--- config.mk ---
export PLATFORM = sky130hd
export DESIGN_NAME = priority_slice_task_scheduler_top_flat
export DESIGN_NICKNAME = d
export VERILOG_FILES = /design/src/design/pstsch_pkg.sv /design/src/design/pstsch_in_if.sv /design/src/design/pstsch_out_if.sv /design/src/design/pstsch_table.sv /design/src/design/pstsch_seq.sv /design/src/design/priority_slice_task_scheduler_top.sv /design/src/flat_wrapper.sv
export SDC_FILE = /design/constraint.sdc
export NUM_CORES = 1
export LEC_CHECK = 0
export BUFFER_PORTS_ARGS = -buffer_cell sky130_fd_sc_hd__buf_2
export CORE_ASPECT_RATIO = 0.5
export CORE_MARGIN = 4
export CORE_UTILIZATION = 55
export DETAILED_ROUTE_END_ITERATION = 10
export PLACE_DENSITY = 0.71
export SYNTH_ARGS = -nofsm -noshare
export SYNTH_HDL_FRONTEND = slang
export SYNTH_HIERARCHICAL = 1
export SYNTH_SLANG_ARGS = --single-unit
--- constraint.sdc ---
create_clock -name i_clk -period 5.8 [get_ports i_clk]
set_input_delay 1.16 -clock i_clk [delete_from_list [all_inputs] [get_ports i_clk]]
set_output_delay 1.16 -clock i_clk [all_outputs]
set_load 0.005 [all_outputs]
--- src/design/pstsch_pkg.sv ---
`default_nettype none
// ----------------------------------------------------------------------------
// pstsch_pkg: shared types and constants of the priority task scheduler
// Slot table geometry, state and action codes, handshake payloads and the
// priority and slice helpers used by the sequencer.
// ----------------------------------------------------------------------------
package pstsch_pkg;

    localparam int TASK_SLOTS      = 16;
    localparam int PRIORITY_LEVELS = 16;

    localparam int IDX_W    = $clog2(TASK_SLOTS);
    localparam int PRI_W    = $clog2(PRIORITY_LEVELS);
    localparam int ACT_W    = 2;
    localparam int SLOT_W   = 4;
    localparam int ST_W     = 3;
    localparam int PRI_IN_W = 4;
    localparam int SL_W     = 6;

    localparam int SLICE_MAX   = 63;
    localparam int SLICE_RESET = 2;

    typedef logic [IDX_W-1:0] t_idx;
    typedef logic [PRI_W-1:0] t_pri;
    typedef logic [SL_W-1:0]  t_sl;

    typedef enum logic [ST_W-1:0] {
        TS_EMPTY   = 3'd0,
        TS_READY   = 3'd1,
        TS_RUNNING = 3'd2,
        TS_STOPPED = 3'd3,
        TS_ZOMBIE  = 3'd4
    } t_task_st;

    typedef enum logic [ACT_W-1:0] {
        ACT_TICK  = 2'd0,
        ACT_LOAD  = 2'd1,
        ACT_PRIO  = 2'd2,
        ACT_STATE = 2'd3
    } t_action;

    typedef enum logic [3:0] {
        S_IDLE,
        S_INIT,
        S_REAP,
        S_DECIDE,
        S_SCAN,
        S_REFILL,
        S_FIX_CUR,
        S_FIX_PICK,
        S_DONE
    } t_seq_st;

    typedef struct packed {
        t_task_st state;
        t_pri     pri;
        t_sl      len;
        t_sl      left;
    } t_entry;

    typedef struct packed {
        logic   st_we;
        logic   pri_we;
        logic   len_we;
        logic   left_we;
        t_idx   addr;
        t_entry data;
    } t_wr;

    typedef struct packed {
        logic [ACT_W-1:0]    action;
        logic [SLOT_W-1:0]   slot;
        logic [ST_W-1:0]     new_state;
        logic [PRI_IN_W-1:0] new_priority;
        logic [SL_W-1:0]     new_slice;
    } t_item;

    typedef struct packed {
        logic [SLOT_W-1:0] current_slot;
        logic              current_valid;
        logic              switched;
    } t_res;

    function automatic t_pri clamp_prio(input logic [PRI_IN_W-1:0] p);
        if (32'(p) > PRIORITY_LEVELS - 1) begin
            return t_pri'(PRIORITY_LEVELS - 1);
        end
        return t_pri'(p);
    endfunction

    function automatic t_sl slice_of_prio(input t_pri p);
        logic [PRI_W+1:0] s;
        s = {1'b0, p, 1'b0};
        if (p == '0) begin
            return t_sl'(SLICE_RESET);
        end
        if (32'(s) > SLICE_MAX) begin
            return t_sl'(SLICE_MAX);
        end
        return t_sl'(s);
    endfunction

    function automatic t_idx next_idx(input t_idx i);
        if (i == t_idx'(TASK_SLOTS - 1)) begin
            return '0;
        end
        return i + 1'b1;
    endfunction

endpackage
`default_nettype wire

--- src/design/pstsch_in_if.sv ---
`default_nettype none
// ----------------------------------------------------------------------------
// pstsch_in_if: request channel of the task scheduler
// Valid/ready channel carrying one action item.
// ----------------------------------------------------------------------------
interface pstsch_in_if;
    logic                               valid;
    logic                               ready;
    logic [pstsch_pkg::ACT_W-1:0]       action;
    logic [pstsch_pkg::SLOT_W-1:0]      slot;
    logic [pstsch_pkg::ST_W-1:0]        new_state;
    logic [pstsch_pkg::PRI_IN_W-1:0]    new_priority;
    logic [pstsch_pkg::SL_W-1:0]        new_slice;

    modport source (
        output valid, action, slot, new_state, new_priority, new_slice,
        input  ready
    );
    modport sink (
        input  valid, action, slot, new_state, new_priority, new_slice,
        output ready
    );
endinterface
`default_nettype wire

--- src/design/pstsch_out_if.sv ---
`default_nettype none
// ----------------------------------------------------------------------------
// pstsch_out_if: result channel of the task scheduler
// Valid/ready channel carrying the current slot and switch flag.
// ----------------------------------------------------------------------------
interface pstsch_out_if;
    logic                          valid;
    logic                          ready;
    logic [pstsch_pkg::SLOT_W-1:0] current_slot;
    logic                          current_valid;
    logic                          switched;

    modport source (
        output valid, current_slot, current_valid, switched,
        input  ready
    );
    modport sink (
        input  valid, current_slot, current_valid, switched,
        output ready
    );
endinterface
`default_nettype wire

--- src/design/pstsch_table.sv ---
`default_nettype none
// ----------------------------------------------------------------------------
// pstsch_table: task slot table
// One read address and one write address a cycle; per-field write enables.
// ----------------------------------------------------------------------------
module pstsch_table (
    input  wire logic                i_clk,
    input  wire logic                i_rst_n,
    input  wire pstsch_pkg::t_idx    i_rd_addr,
    output pstsch_pkg::t_entry       o_rd,
    input  wire pstsch_pkg::t_wr     i_wr
);
    import pstsch_pkg::*;

    t_entry r_tab [TASK_SLOTS];

    assign o_rd = r_tab[i_rd_addr];

    always_ff @(posedge i_clk) begin
        if (!i_rst_n) begin
            for (int i = 0; i < TASK_SLOTS; i++) begin
                r_tab[i].state <= TS_EMPTY;
                r_tab[i].pri   <= '0;
                r_tab[i].len   <= t_sl'(SLICE_RESET);
                r_tab[i].left  <= '0;
            end
        end else begin
            if (i_wr.st_we) begin
                r_tab[i_wr.addr].state <= i_wr.data.state;
            end
            if (i_wr.pri_we) begin
                r_tab[i_wr.addr].pri <= i_wr.data.pri;
            end
            if (i_wr.len_we) begin
                r_tab[i_wr.addr].len <= i_wr.data.len;
            end
            if (i_wr.left_we) begin
                r_tab[i_wr.addr].left <= i_wr.data.left;
            end
        end
    end

endmodule
`default_nettype wire

--- src/design/pstsch_seq.sv ---
`default_nettype none
// ----------------------------------------------------------------------------
// pstsch_seq: scheduling sequencer
// Steps one slot a cycle through init, reap, scan and refill passes, sharing a
// single compare unit over the table read port.
// ----------------------------------------------------------------------------
module pstsch_seq (
    input  wire logic                i_clk,
    input  wire logic                i_rst_n,
    input  wire logic                i_in_valid,
    output logic                     o_in_ready,
    input  wire pstsch_pkg::t_item   i_item,
    output pstsch_pkg::t_idx         o_rd_addr,
    input  wire pstsch_pkg::t_entry  i_rd,
    output pstsch_pkg::t_wr          o_wr,
    output logic                     o_done,
    output pstsch_pkg::t_res         o_res,
    input  wire logic                i_out_free
);
    import pstsch_pkg::*;

    t_seq_st r_state, n_state;
    t_idx    r_idx, n_idx;
    t_idx    r_cnt, n_cnt;
    t_idx    r_cur, n_cur;
    logic    r_cur_ok, n_cur_ok;
    t_pri    r_best, n_best;
    logic    r_best_ok, n_best_ok;
    logic    r_cur_run, n_cur_run;
    t_pri    r_cur_pri, n_cur_pri;
    logic    r_cur_lnz, n_cur_lnz;
    t_idx    r_pick, n_pick;
    logic    r_pick_ok, n_pick_ok;
    logic    r_pick_nz, n_pick_nz;
    logic    r_sw, n_sw;

    logic    acc, in_rng, st_ok, at_cur, last, scan_last;
    logic    is_ready, is_run, match_best, better, keep, switching, scan_end;
    t_action act;
    t_pri    in_pri;
    t_idx    in_addr;

    assign acc        = i_in_valid && o_in_ready;
    assign act        = t_action'(i_item.action);
    assign in_rng     = 32'(i_item.slot) < TASK_SLOTS;
    assign st_ok      = i_item.new_state <= ST_W'(TS_ZOMBIE);
    assign in_pri     = clamp_prio(i_item.new_priority);
    assign in_addr    = t_idx'(i_item.slot);
    assign at_cur     = r_idx == r_cur;
    assign last       = r_idx == t_idx'(TASK_SLOTS - 1);
    assign scan_last  = r_cnt == t_idx'(TASK_SLOTS - 1);
    assign is_ready   = i_rd.state == TS_READY;
    assign is_run     = i_rd.state == TS_RUNNING;
    assign match_best = r_best_ok && (i_rd.pri == r_best);
    assign better     = !r_best_ok || (i_rd.pri > r_best);
    assign keep       = r_cur_run && r_cur_lnz && (r_cur_pri >= r_best);
    assign switching  = r_pick_ok && (r_pick != r_cur);
    assign scan_end   = (is_ready && match_best && (i_rd.left != '0)) || scan_last;

    assign o_res = '{current_slot: SLOT_W'(r_cur), current_valid: r_cur_ok, switched: r_sw};

    // next state
    always_comb begin
        n_state = r_state;
        case (r_state)
            S_IDLE: begin
                if (acc) begin
                    if (act == ACT_TICK) begin
                        n_state = r_cur_ok ? S_REAP : S_INIT;
                    end else begin
                        n_state = S_DONE;
                    end
                end
            end
            S_INIT: begin
                if (is_ready || last) begin
                    n_state = S_DONE;
                end
            end
            S_REAP: begin
                if (last) begin
                    n_state = S_DECIDE;
                end
            end
            S_DECIDE: begin
                n_state = keep ? S_DONE : S_SCAN;
            end
            S_SCAN: begin
                if (scan_end) begin
                    n_state = (n_pick_ok && !n_pick_nz) ? S_REFILL : S_FIX_CUR;
                end
            end
            S_REFILL: begin
                if (last) begin
                    n_state = S_FIX_CUR;
                end
            end
            S_FIX_CUR: begin
                n_state = switching ? S_FIX_PICK : S_DONE;
            end
            S_FIX_PICK: begin
                n_state = S_DONE;
            end
            S_DONE: begin
                if (i_out_free) begin
                    n_state = S_IDLE;
                end
            end
            default: begin
                n_state = S_IDLE;
            end
        endcase
    end

    // outputs and datapath
    always_comb begin
        o_in_ready = 1'b0;
        o_done     = 1'b0;
        o_rd_addr  = r_idx;
        o_wr       = '0;
        o_wr.addr  = r_idx;
        o_wr.data  = i_rd;
        n_idx      = r_idx;
        n_cnt      = r_cnt;
        n_cur      = r_cur;
        n_cur_ok   = r_cur_ok;
        n_best     = r_best;
        n_best_ok  = r_best_ok;
        n_cur_run  = r_cur_run;
        n_cur_pri  = r_cur_pri;
        n_cur_lnz  = r_cur_lnz;
        n_pick     = r_pick;
        n_pick_ok  = r_pick_ok;
        n_pick_nz  = r_pick_nz;
        n_sw       = r_sw;
        case (r_state)
            S_IDLE: begin
                o_in_ready = 1'b1;
                if (acc) begin
                    n_sw      = 1'b0;
                    n_idx     = '0;
                    n_best_ok = 1'b0;
                    n_pick_ok = 1'b0;
                    n_pick_nz = 1'b0;
                    o_wr.addr = in_addr;
                    o_wr.data.state = t_task_st'(i_item.new_state);
                    o_wr.data.pri   = in_pri;
                    if (act == ACT_LOAD && in_rng) begin
                        o_wr.st_we   = st_ok;
                        o_wr.pri_we  = 1'b1;
                        o_wr.len_we  = 1'b1;
                        o_wr.left_we = 1'b1;
                        o_wr.data.len  = (i_item.new_slice == '0) ? t_sl'(1) : i_item.new_slice;
                        o_wr.data.left = o_wr.data.len;
                    end else if (act == ACT_PRIO && in_rng) begin
                        o_wr.pri_we  = 1'b1;
                        o_wr.len_we  = 1'b1;
                        o_wr.left_we = 1'b1;
                        o_wr.data.len  = slice_of_prio(in_pri);
                        o_wr.data.left = o_wr.data.len;
                    end else if (act == ACT_STATE && in_rng) begin
                        o_wr.st_we = st_ok;
                    end
                end
            end
            S_INIT: begin
                n_idx = next_idx(r_idx);
                if (is_ready) begin
                    o_wr.st_we      = 1'b1;
                    o_wr.data.state = TS_RUNNING;
                    n_cur           = r_idx;
                    n_cur_ok        = 1'b1;
                    n_sw            = 1'b1;
                end
            end
            S_REAP: begin
                n_idx = next_idx(r_idx);
                if (!at_cur && i_rd.state == TS_ZOMBIE) begin
                    o_wr.st_we      = 1'b1;
                    o_wr.data.state = TS_EMPTY;
                end
                if (at_cur) begin
                    n_cur_run = is_run;
                    n_cur_pri = i_rd.pri;
                    n_cur_lnz = i_rd.left > t_sl'(1);
                    if (i_rd.left != '0) begin
                        o_wr.left_we   = 1'b1;
                        o_wr.data.left = i_rd.left - 1'b1;
                    end
                end
                if ((is_ready || (at_cur && is_run)) && better) begin
                    n_best    = i_rd.pri;
                    n_best_ok = 1'b1;
                end
            end
            S_DECIDE: begin
                n_idx = next_idx(r_cur);
                n_cnt = '0;
            end
            S_SCAN: begin
                n_idx = next_idx(r_idx);
                n_cnt = r_cnt + 1'b1;
                if (is_ready && match_best) begin
                    if (i_rd.left != '0) begin
                        n_pick    = r_idx;
                        n_pick_ok = 1'b1;
                        n_pick_nz = 1'b1;
                    end else if (!r_pick_ok) begin
                        n_pick    = r_idx;
                        n_pick_ok = 1'b1;
                    end
                end
                if (scan_end) begin
                    n_idx = (n_pick_ok && !n_pick_nz) ? t_idx'(0) : r_cur;
                end
            end
            S_REFILL: begin
                n_idx = last ? r_cur : next_idx(r_idx);
                if ((is_ready || (at_cur && is_run)) && match_best) begin
                    o_wr.left_we   = 1'b1;
                    o_wr.data.left = i_rd.len;
                end
            end
            S_FIX_CUR: begin
                n_idx = r_pick;
                n_sw  = switching;
                if (switching) begin
                    if (is_run) begin
                        o_wr.st_we      = 1'b1;
                        o_wr.data.state = TS_READY;
                    end
                end else if (i_rd.left == '0) begin
                    o_wr.left_we   = 1'b1;
                    o_wr.data.left = i_rd.len;
                end
            end
            S_FIX_PICK: begin
                o_wr.st_we      = 1'b1;
                o_wr.data.state = TS_RUNNING;
                n_cur           = r_idx;
            end
            S_DONE: begin
                o_done = 1'b1;
            end
            default: begin
                o_done = 1'b0;
            end
        endcase
    end

    always_ff @(posedge i_clk) begin
        if (!i_rst_n) begin
            r_state   <= S_IDLE;
            r_idx     <= '0;
            r_cnt     <= '0;
            r_cur     <= '0;
            r_cur_ok  <= 1'b0;
            r_best    <= '0;
            r_best_ok <= 1'b0;
            r_cur_run <= 1'b0;
            r_cur_pri <= '0;
            r_cur_lnz <= 1'b0;
            r_pick    <= '0;
            r_pick_ok <= 1'b0;
            r_pick_nz <= 1'b0;
            r_sw      <= 1'b0;
        end else begin
            r_state   <= n_state;
            r_idx     <= n_idx;
            r_cnt     <= n_cnt;
            r_cur     <= n_cur;
            r_cur_ok  <= n_cur_ok;
            r_best    <= n_best;
            r_best_ok <= n_best_ok;
            r_cur_run <= n_cur_run;
            r_cur_pri <= n_cur_pri;
            r_cur_lnz <= n_cur_lnz;
            r_pick    <= n_pick;
            r_pick_ok <= n_pick_ok;
            r_pick_nz <= n_pick_nz;
            r_sw      <= n_sw;
        end
    end

endmodule
`default_nettype wire

--- src/design/priority_slice_task_scheduler_top.sv ---
`default_nettype none
// Load, priority and state items go from idle straight to the done state;
// a tick with no current task makes an init pass up to the first ready
// slot. A tick with a current task makes reap, scan and refill passes,
// which step one slot a cycle over the single table read port. One item
// at a time; ready is high only when idle. Reset clears the whole slot
// table and the current task.
// ----------------------------------------------------------------------------
// priority_slice_task_scheduler_top: priority time-slice task scheduler
// Slot table, scheduling sequencer and a registered result stage.
// ----------------------------------------------------------------------------
module priority_slice_task_scheduler_top (
    input  wire logic    i_clk,
    input  wire logic    i_rst_n,
    pstsch_in_if.sink    i_item,
    pstsch_out_if.source o_res
);
    import pstsch_pkg::*;

    t_item  item;
    t_idx   rd_addr;
    t_entry rd;
    t_wr    wr;
    t_res   seq_res;
    logic   seq_done;
    logic   out_free;

    logic   r_ovalid, n_ovalid;
    t_res   r_res, n_res;

    assign item = '{action: i_item.action, slot: i_item.slot,
                    new_state: i_item.new_state, new_priority: i_item.new_priority,
                    new_slice: i_item.new_slice};

    pstsch_table u_table (
        .i_clk     (i_clk),
        .i_rst_n   (i_rst_n),
        .i_rd_addr (rd_addr),
        .o_rd      (rd),
        .i_wr      (wr)
    );

    pstsch_seq u_seq (
        .i_clk      (i_clk),
        .i_rst_n    (i_rst_n),
        .i_in_valid (i_item.valid),
        .o_in_ready (i_item.ready),
        .i_item     (item),
        .o_rd_addr  (rd_addr),
        .i_rd       (rd),
        .o_wr       (wr),
        .o_done     (seq_done),
        .o_res      (seq_res),
        .i_out_free (out_free)
    );

    assign out_free = !r_ovalid || o_res.ready;

    always_comb begin
        n_ovalid = r_ovalid;
        n_res    = r_res;
        if (seq_done && out_free) begin
            n_ovalid = 1'b1;
            n_res    = seq_res;
        end else if (o_res.ready) begin
            n_ovalid = 1'b0;
        end
    end

    always_ff @(posedge i_clk) begin
        if (!i_rst_n) begin
            r_ovalid <= 1'b0;
        end else begin
            r_ovalid <= n_ovalid;
        end
        r_res <= n_res;
    end

    assign o_res.valid         = r_ovalid;
    assign o_res.current_slot  = r_res.current_slot;
    assign o_res.current_valid = r_res.current_valid;
    assign o_res.switched      = r_res.switched;

    a_busy_after_accept: assert property (@(posedge i_clk) disable iff (!i_rst_n)
        i_item.valid && i_item.ready |=> !i_item.ready)
        else $error("scheduler took a second item while busy");

    a_switch_has_task: assert property (@(posedge i_clk) disable iff (!i_rst_n)
        o_res.valid |-> (!o_res.switched || o_res.current_valid))
        else $error("switch reported without a current task");

    a_drain_empties: assert property (@(posedge i_clk) disable iff (!i_rst_n)
        o_res.valid && o_res.ready && !seq_done |=> !o_res.valid)
        else $error("result stage kept an item after it was taken");

endmodule
`default_nettype wire

--- src/flat_wrapper.sv ---
// flat-port wrapper written by rule: the top's interface ports become plain ports
module priority_slice_task_scheduler_top_flat import pstsch_pkg::*;
  (i_clk, i_rst_n, i_item_valid, i_item_action, i_item_slot, i_item_new_state, i_item_new_priority, i_item_new_slice, i_item_ready, o_res_valid, o_res_current_slot, o_res_current_valid, o_res_switched, o_res_ready);
  pstsch_in_if i_item_i ();
  pstsch_out_if o_res_i ();
  input  wire logic i_clk;
  input  wire logic i_rst_n;
  input wire logic [$bits(i_item_i.valid)-1:0] i_item_valid;
  input wire logic [$bits(i_item_i.action)-1:0] i_item_action;
  input wire logic [$bits(i_item_i.slot)-1:0] i_item_slot;
  input wire logic [$bits(i_item_i.new_state)-1:0] i_item_new_state;
  input wire logic [$bits(i_item_i.new_priority)-1:0] i_item_new_priority;
  input wire logic [$bits(i_item_i.new_slice)-1:0] i_item_new_slice;
  output wire logic [$bits(i_item_i.ready)-1:0] i_item_ready;
  output wire logic [$bits(o_res_i.valid)-1:0] o_res_valid;
  output wire logic [$bits(o_res_i.current_slot)-1:0] o_res_current_slot;
  output wire logic [$bits(o_res_i.current_valid)-1:0] o_res_current_valid;
  output wire logic [$bits(o_res_i.switched)-1:0] o_res_switched;
  input wire logic [$bits(o_res_i.ready)-1:0] o_res_ready;
  assign i_item_i.valid = i_item_valid;
  assign i_item_i.action = i_item_action;
  assign i_item_i.slot = i_item_slot;
  assign i_item_i.new_state = i_item_new_state;
  assign i_item_i.new_priority = i_item_new_priority;
  assign i_item_i.new_slice = i_item_new_slice;
  assign i_item_ready = i_item_i.ready;
  assign o_res_valid = o_res_i.valid;
  assign o_res_current_slot = o_res_i.current_slot;
  assign o_res_current_valid = o_res_i.current_valid;
  assign o_res_switched = o_res_i.switched;
  assign o_res_i.ready = o_res_ready;
  priority_slice_task_scheduler_top u_core (.i_clk(i_clk), .i_rst_n(i_rst_n), .i_item(i_item_i), .o_res(o_res_i));
endmodule
==> results.sh <==
export IMPL_core_area_mm2=0.0309
export IMPL_gp_congestion=0.961
export IMPL_synth_fp_nets=1468
export IMPL_synth_ff_type="edfxtp_1"
export IMPL_cts_hold_buffers_added=0
export IMPL_dp_cells=1803
export IMPL_ir_drop_mv=0.212
export IMPL_crit_type="flop to flop"
export IMPL_ant_nets=0
export IMPL_fin_cells=1861
export IMPL_cts_resized_gates=0
export IMPL_grt_usage=0.244
export IMPL_post_dp_cell_area_mm2=0.0180
export IMPL_end_kind="flop"
export IMPL_power_frac_comb=0.098
export IMPL_max_slew_margin=0.220
export IMPL_crit_required_ns=6.00
export IMPL_yosys_warnings=6
export IMPL_p_clk_frac=0.362
export IMPL_cts_sinks=346
export IMPL_cts_setup_buffers=0
export IMPL_cts_buffers=31
export IMPL_ys_types=68
export IMPL_synth_avg_cell_area_um2=12.3
export IMPL_wl_per_cell_um=22.9
export IMPL_drc_errors=0
export IMPL_grt_pass1_wl_mm=65.9
export IMPL_p_sw_frac=0.248
export IMPL_drv_cap=0
export IMPL_crit_fanout=29
export IMPL_synth_top_cell_by_area="edfxtp_1"
export IMPL_antennaDiodeCount=0
export IMPL_clk_insertion_delay_late_ns=0.58
export IMPL_drive_gt1_frac=0.134
export IMPL_path_clk_slew_ns=0.07
export IMPL_crit_chain="mux4_2 > a22oi_1 > nand2_1 > nor4_1 > nand2_1 > nor2_1 > a32o_1 > or3_1 > nand4b_1 > o21ai_0"
export IMPL_min_period_ns=5.11
export IMPL_slowest_stage="o21ai_0"
export IMPL_synth_seq_cells=346
export IMPL_post_route_period_util=0.881
export IMPL_fmax_mhz=196
export IMPL_synth_edf_count=310
export IMPL_worstMarginPinSlew_ns=1.17
export IMPL_first_pass_iters=6
export IMPL_layout_common_cells="edfxtp_1 (310), and2_1 (293), nor2_1 (118)"
export IMPL_netlist_area_mm2=0.0175
export IMPL_die_y_um=134
export IMPL_layout_commonest_cell="edfxtp_1"
export IMPL_slew_viol_final=0
export IMPL_hold_class="flop to flop"
export IMPL_path_delay_family="simple AND/OR/NAND/NOR gates"
export IMPL_antenna_found_initial=0
export IMPL_ys_async_sr_fraction=0
export IMPL_finalSetupViolCount=0
export IMPL_power_uw=5240
export IMPL_arrival_ns=5.31
export IMPL_cp_buffers_inverters=0
export IMPL_fin_skew_ns=0.0191
export IMPL_rsz0062_at_grt="no"
export IMPL_via_per_inst=6.32
export IMPL_num_rows=45
export IMPL_postLayoutCellArea_mm2=0.0189
export IMPL_fin_nets=1454
export IMPL_power_switching_uw=1300
export IMPL_htree_levels=1
export IMPL_drtIter0Drc=1262
export IMPL_p_leak_uw=0.00668
export IMPL_powerDensity_mw_per_mm2=277
export IMPL_critPathMostFrequentCell="nand2_1"
export IMPL_initial_core_util=0.569
export IMPL_syn_inst=1427
export IMPL_dieArea_mm2=0.0350
export IMPL_hold_violations=0
export IMPL_yosys_area_top_type_share=0.530
export IMPL_cts_tree="built"
export IMPL_hpwlAfterDp_mm=29.3
export IMPL_grt_start_max_net_pins=40
export IMPL_status="finished, final reports clean"
export IMPL_io_pins=31
export IMPL_routed_via_count=11765
export IMPL_rrSetupSlack_ns=0.69
export IMPL_grt_overflow_total=0
export IMPL_cpPeakStageDelay_ns=0.84
export IMPL_ys_seq_area_frac=0.572
export IMPL_port_buffers=30
export IMPL_setup_tns_ns=0
export IMPL_seqPwrFrac=0.541
export IMPL_cp_start_kind="flop"
export IMPL_routed_wl_mm=42.6
export IMPL_intPower_uw=3940
export IMPL_yosys_top_cells_area="edfxtp_1 (53%), and2_1 (10%), mux4_2 (9.8%)"
export IMPL_die_w_um=261
export IMPL_clk_path_buf_depth=3
export IMPL_cts_root_buf="clkbuf_16"
export IMPL_grt_pass1_vias=11457
export IMPL_area_growth_pct=7.74
-- cells in the mapped netlist (14+ instances only) --
master,count
nand3_1,17
a21oi_1,35
or3_1,19
mux2i_1,18
nor2_1,118
nand2_1,78
o21ai_0,90
buf_2,15
a22oi_1,40
nor3_1,14
and2_1,293
mux4_2,76
edfxtp_1,310
inv_1,23
dfxtp_1,36
clkbuf_1,75
ha_1,18
-- area by class of cell --
type	count	area, um2
inverters	23	86.3
well taps	423	529
clock buffers	40	820
multi-input cells	954	6970
flip-flops and latches	346	10000
fillers	2392	11900
clock inverters	18	93.8
repair buffers	57	365
-- logic make-up after synthesis --
logic type / count (synthesis) / share of synthesized area
fa+ha+maj: 18 / 0.0128
buf+inv: 127 / 0.0310
xor+xnor: 9 / 0.00449
mux: 94 / 0.108
compound gates: 230 / 0.0817
flops: 346 / 0.572
simple gates: 603 / 0.191
-- sequential cells by signal, indices dropped and copies added, names as in the netlist, 4 cells and up --
name	cells
u_core/o_res.current_slot	4
u_core/u_seq/o_rd_addr	4
u_core/u_seq/r_best	4
u_core/u_seq/r_cnt	4
u_core/u_seq/r_cur	4
u_core/u_seq/r_cur_pri	4
u_core/u_seq/r_pick	4
u_core/u_seq/r_state	4
u_core/u_table/r_tab	304
-- final timing paths --
kind | start | endpoint | depth (start not counted)
worst max register to register | u_core/u_seq/o_rd_addr[0] | u_core/u_table/r_tab[8][4] | 10
worst min-delay path | u_core/u_seq/r_cnt[3] | u_core/u_seq/r_cnt[3] | 1
worst min register to register | u_core/u_seq/r_cnt[3] | u_core/u_seq/r_cnt[3] | 1
worst max-delay path | u_core/u_seq/o_rd_addr[0] | u_core/u_table/r_tab[8][4] | 10
-- metrics by stage --
stage          utilization  setup slack (ns)  hold slack, ns
6_report             0.613             0.688           0.472
5_1_grt              0.613             0.194           0.477
4_1_cts              0.613             0.784           0.460
3_5_place_dp         0.583             0.825           0.448
3_3_place_gp         0.583             0.909           0.437
2_1_floorplan            -              1.72           0.406
-- power by group through the flow --
stage | registers, uW | logic, uW | clock network, uW
2_1_floorplan | 2860 | 339 | 0
3_3_place_gp | 2890 | 492 | 0
3_5_place_dp | 2890 | 502 | 0
4_1_cts | 2840 | 504 | 1920
5_1_grt | 2840 | 549 | 2030
6_report | 2830 | 512 | 1900
-- metal layers --
layer | track usage | up-vias | share of wire
met3 | 0.0451 | 74 | 0.085
li1 | - | 5231 | -
met2 | 0.396 | 554 | 0.47
met4 | 0.0536 | 0 | 0.020
met1 | 0.349 | 5906 | 0.43
met5 | 0 | - | 0
Note: power is estimated with default switching activity, not from simulation.
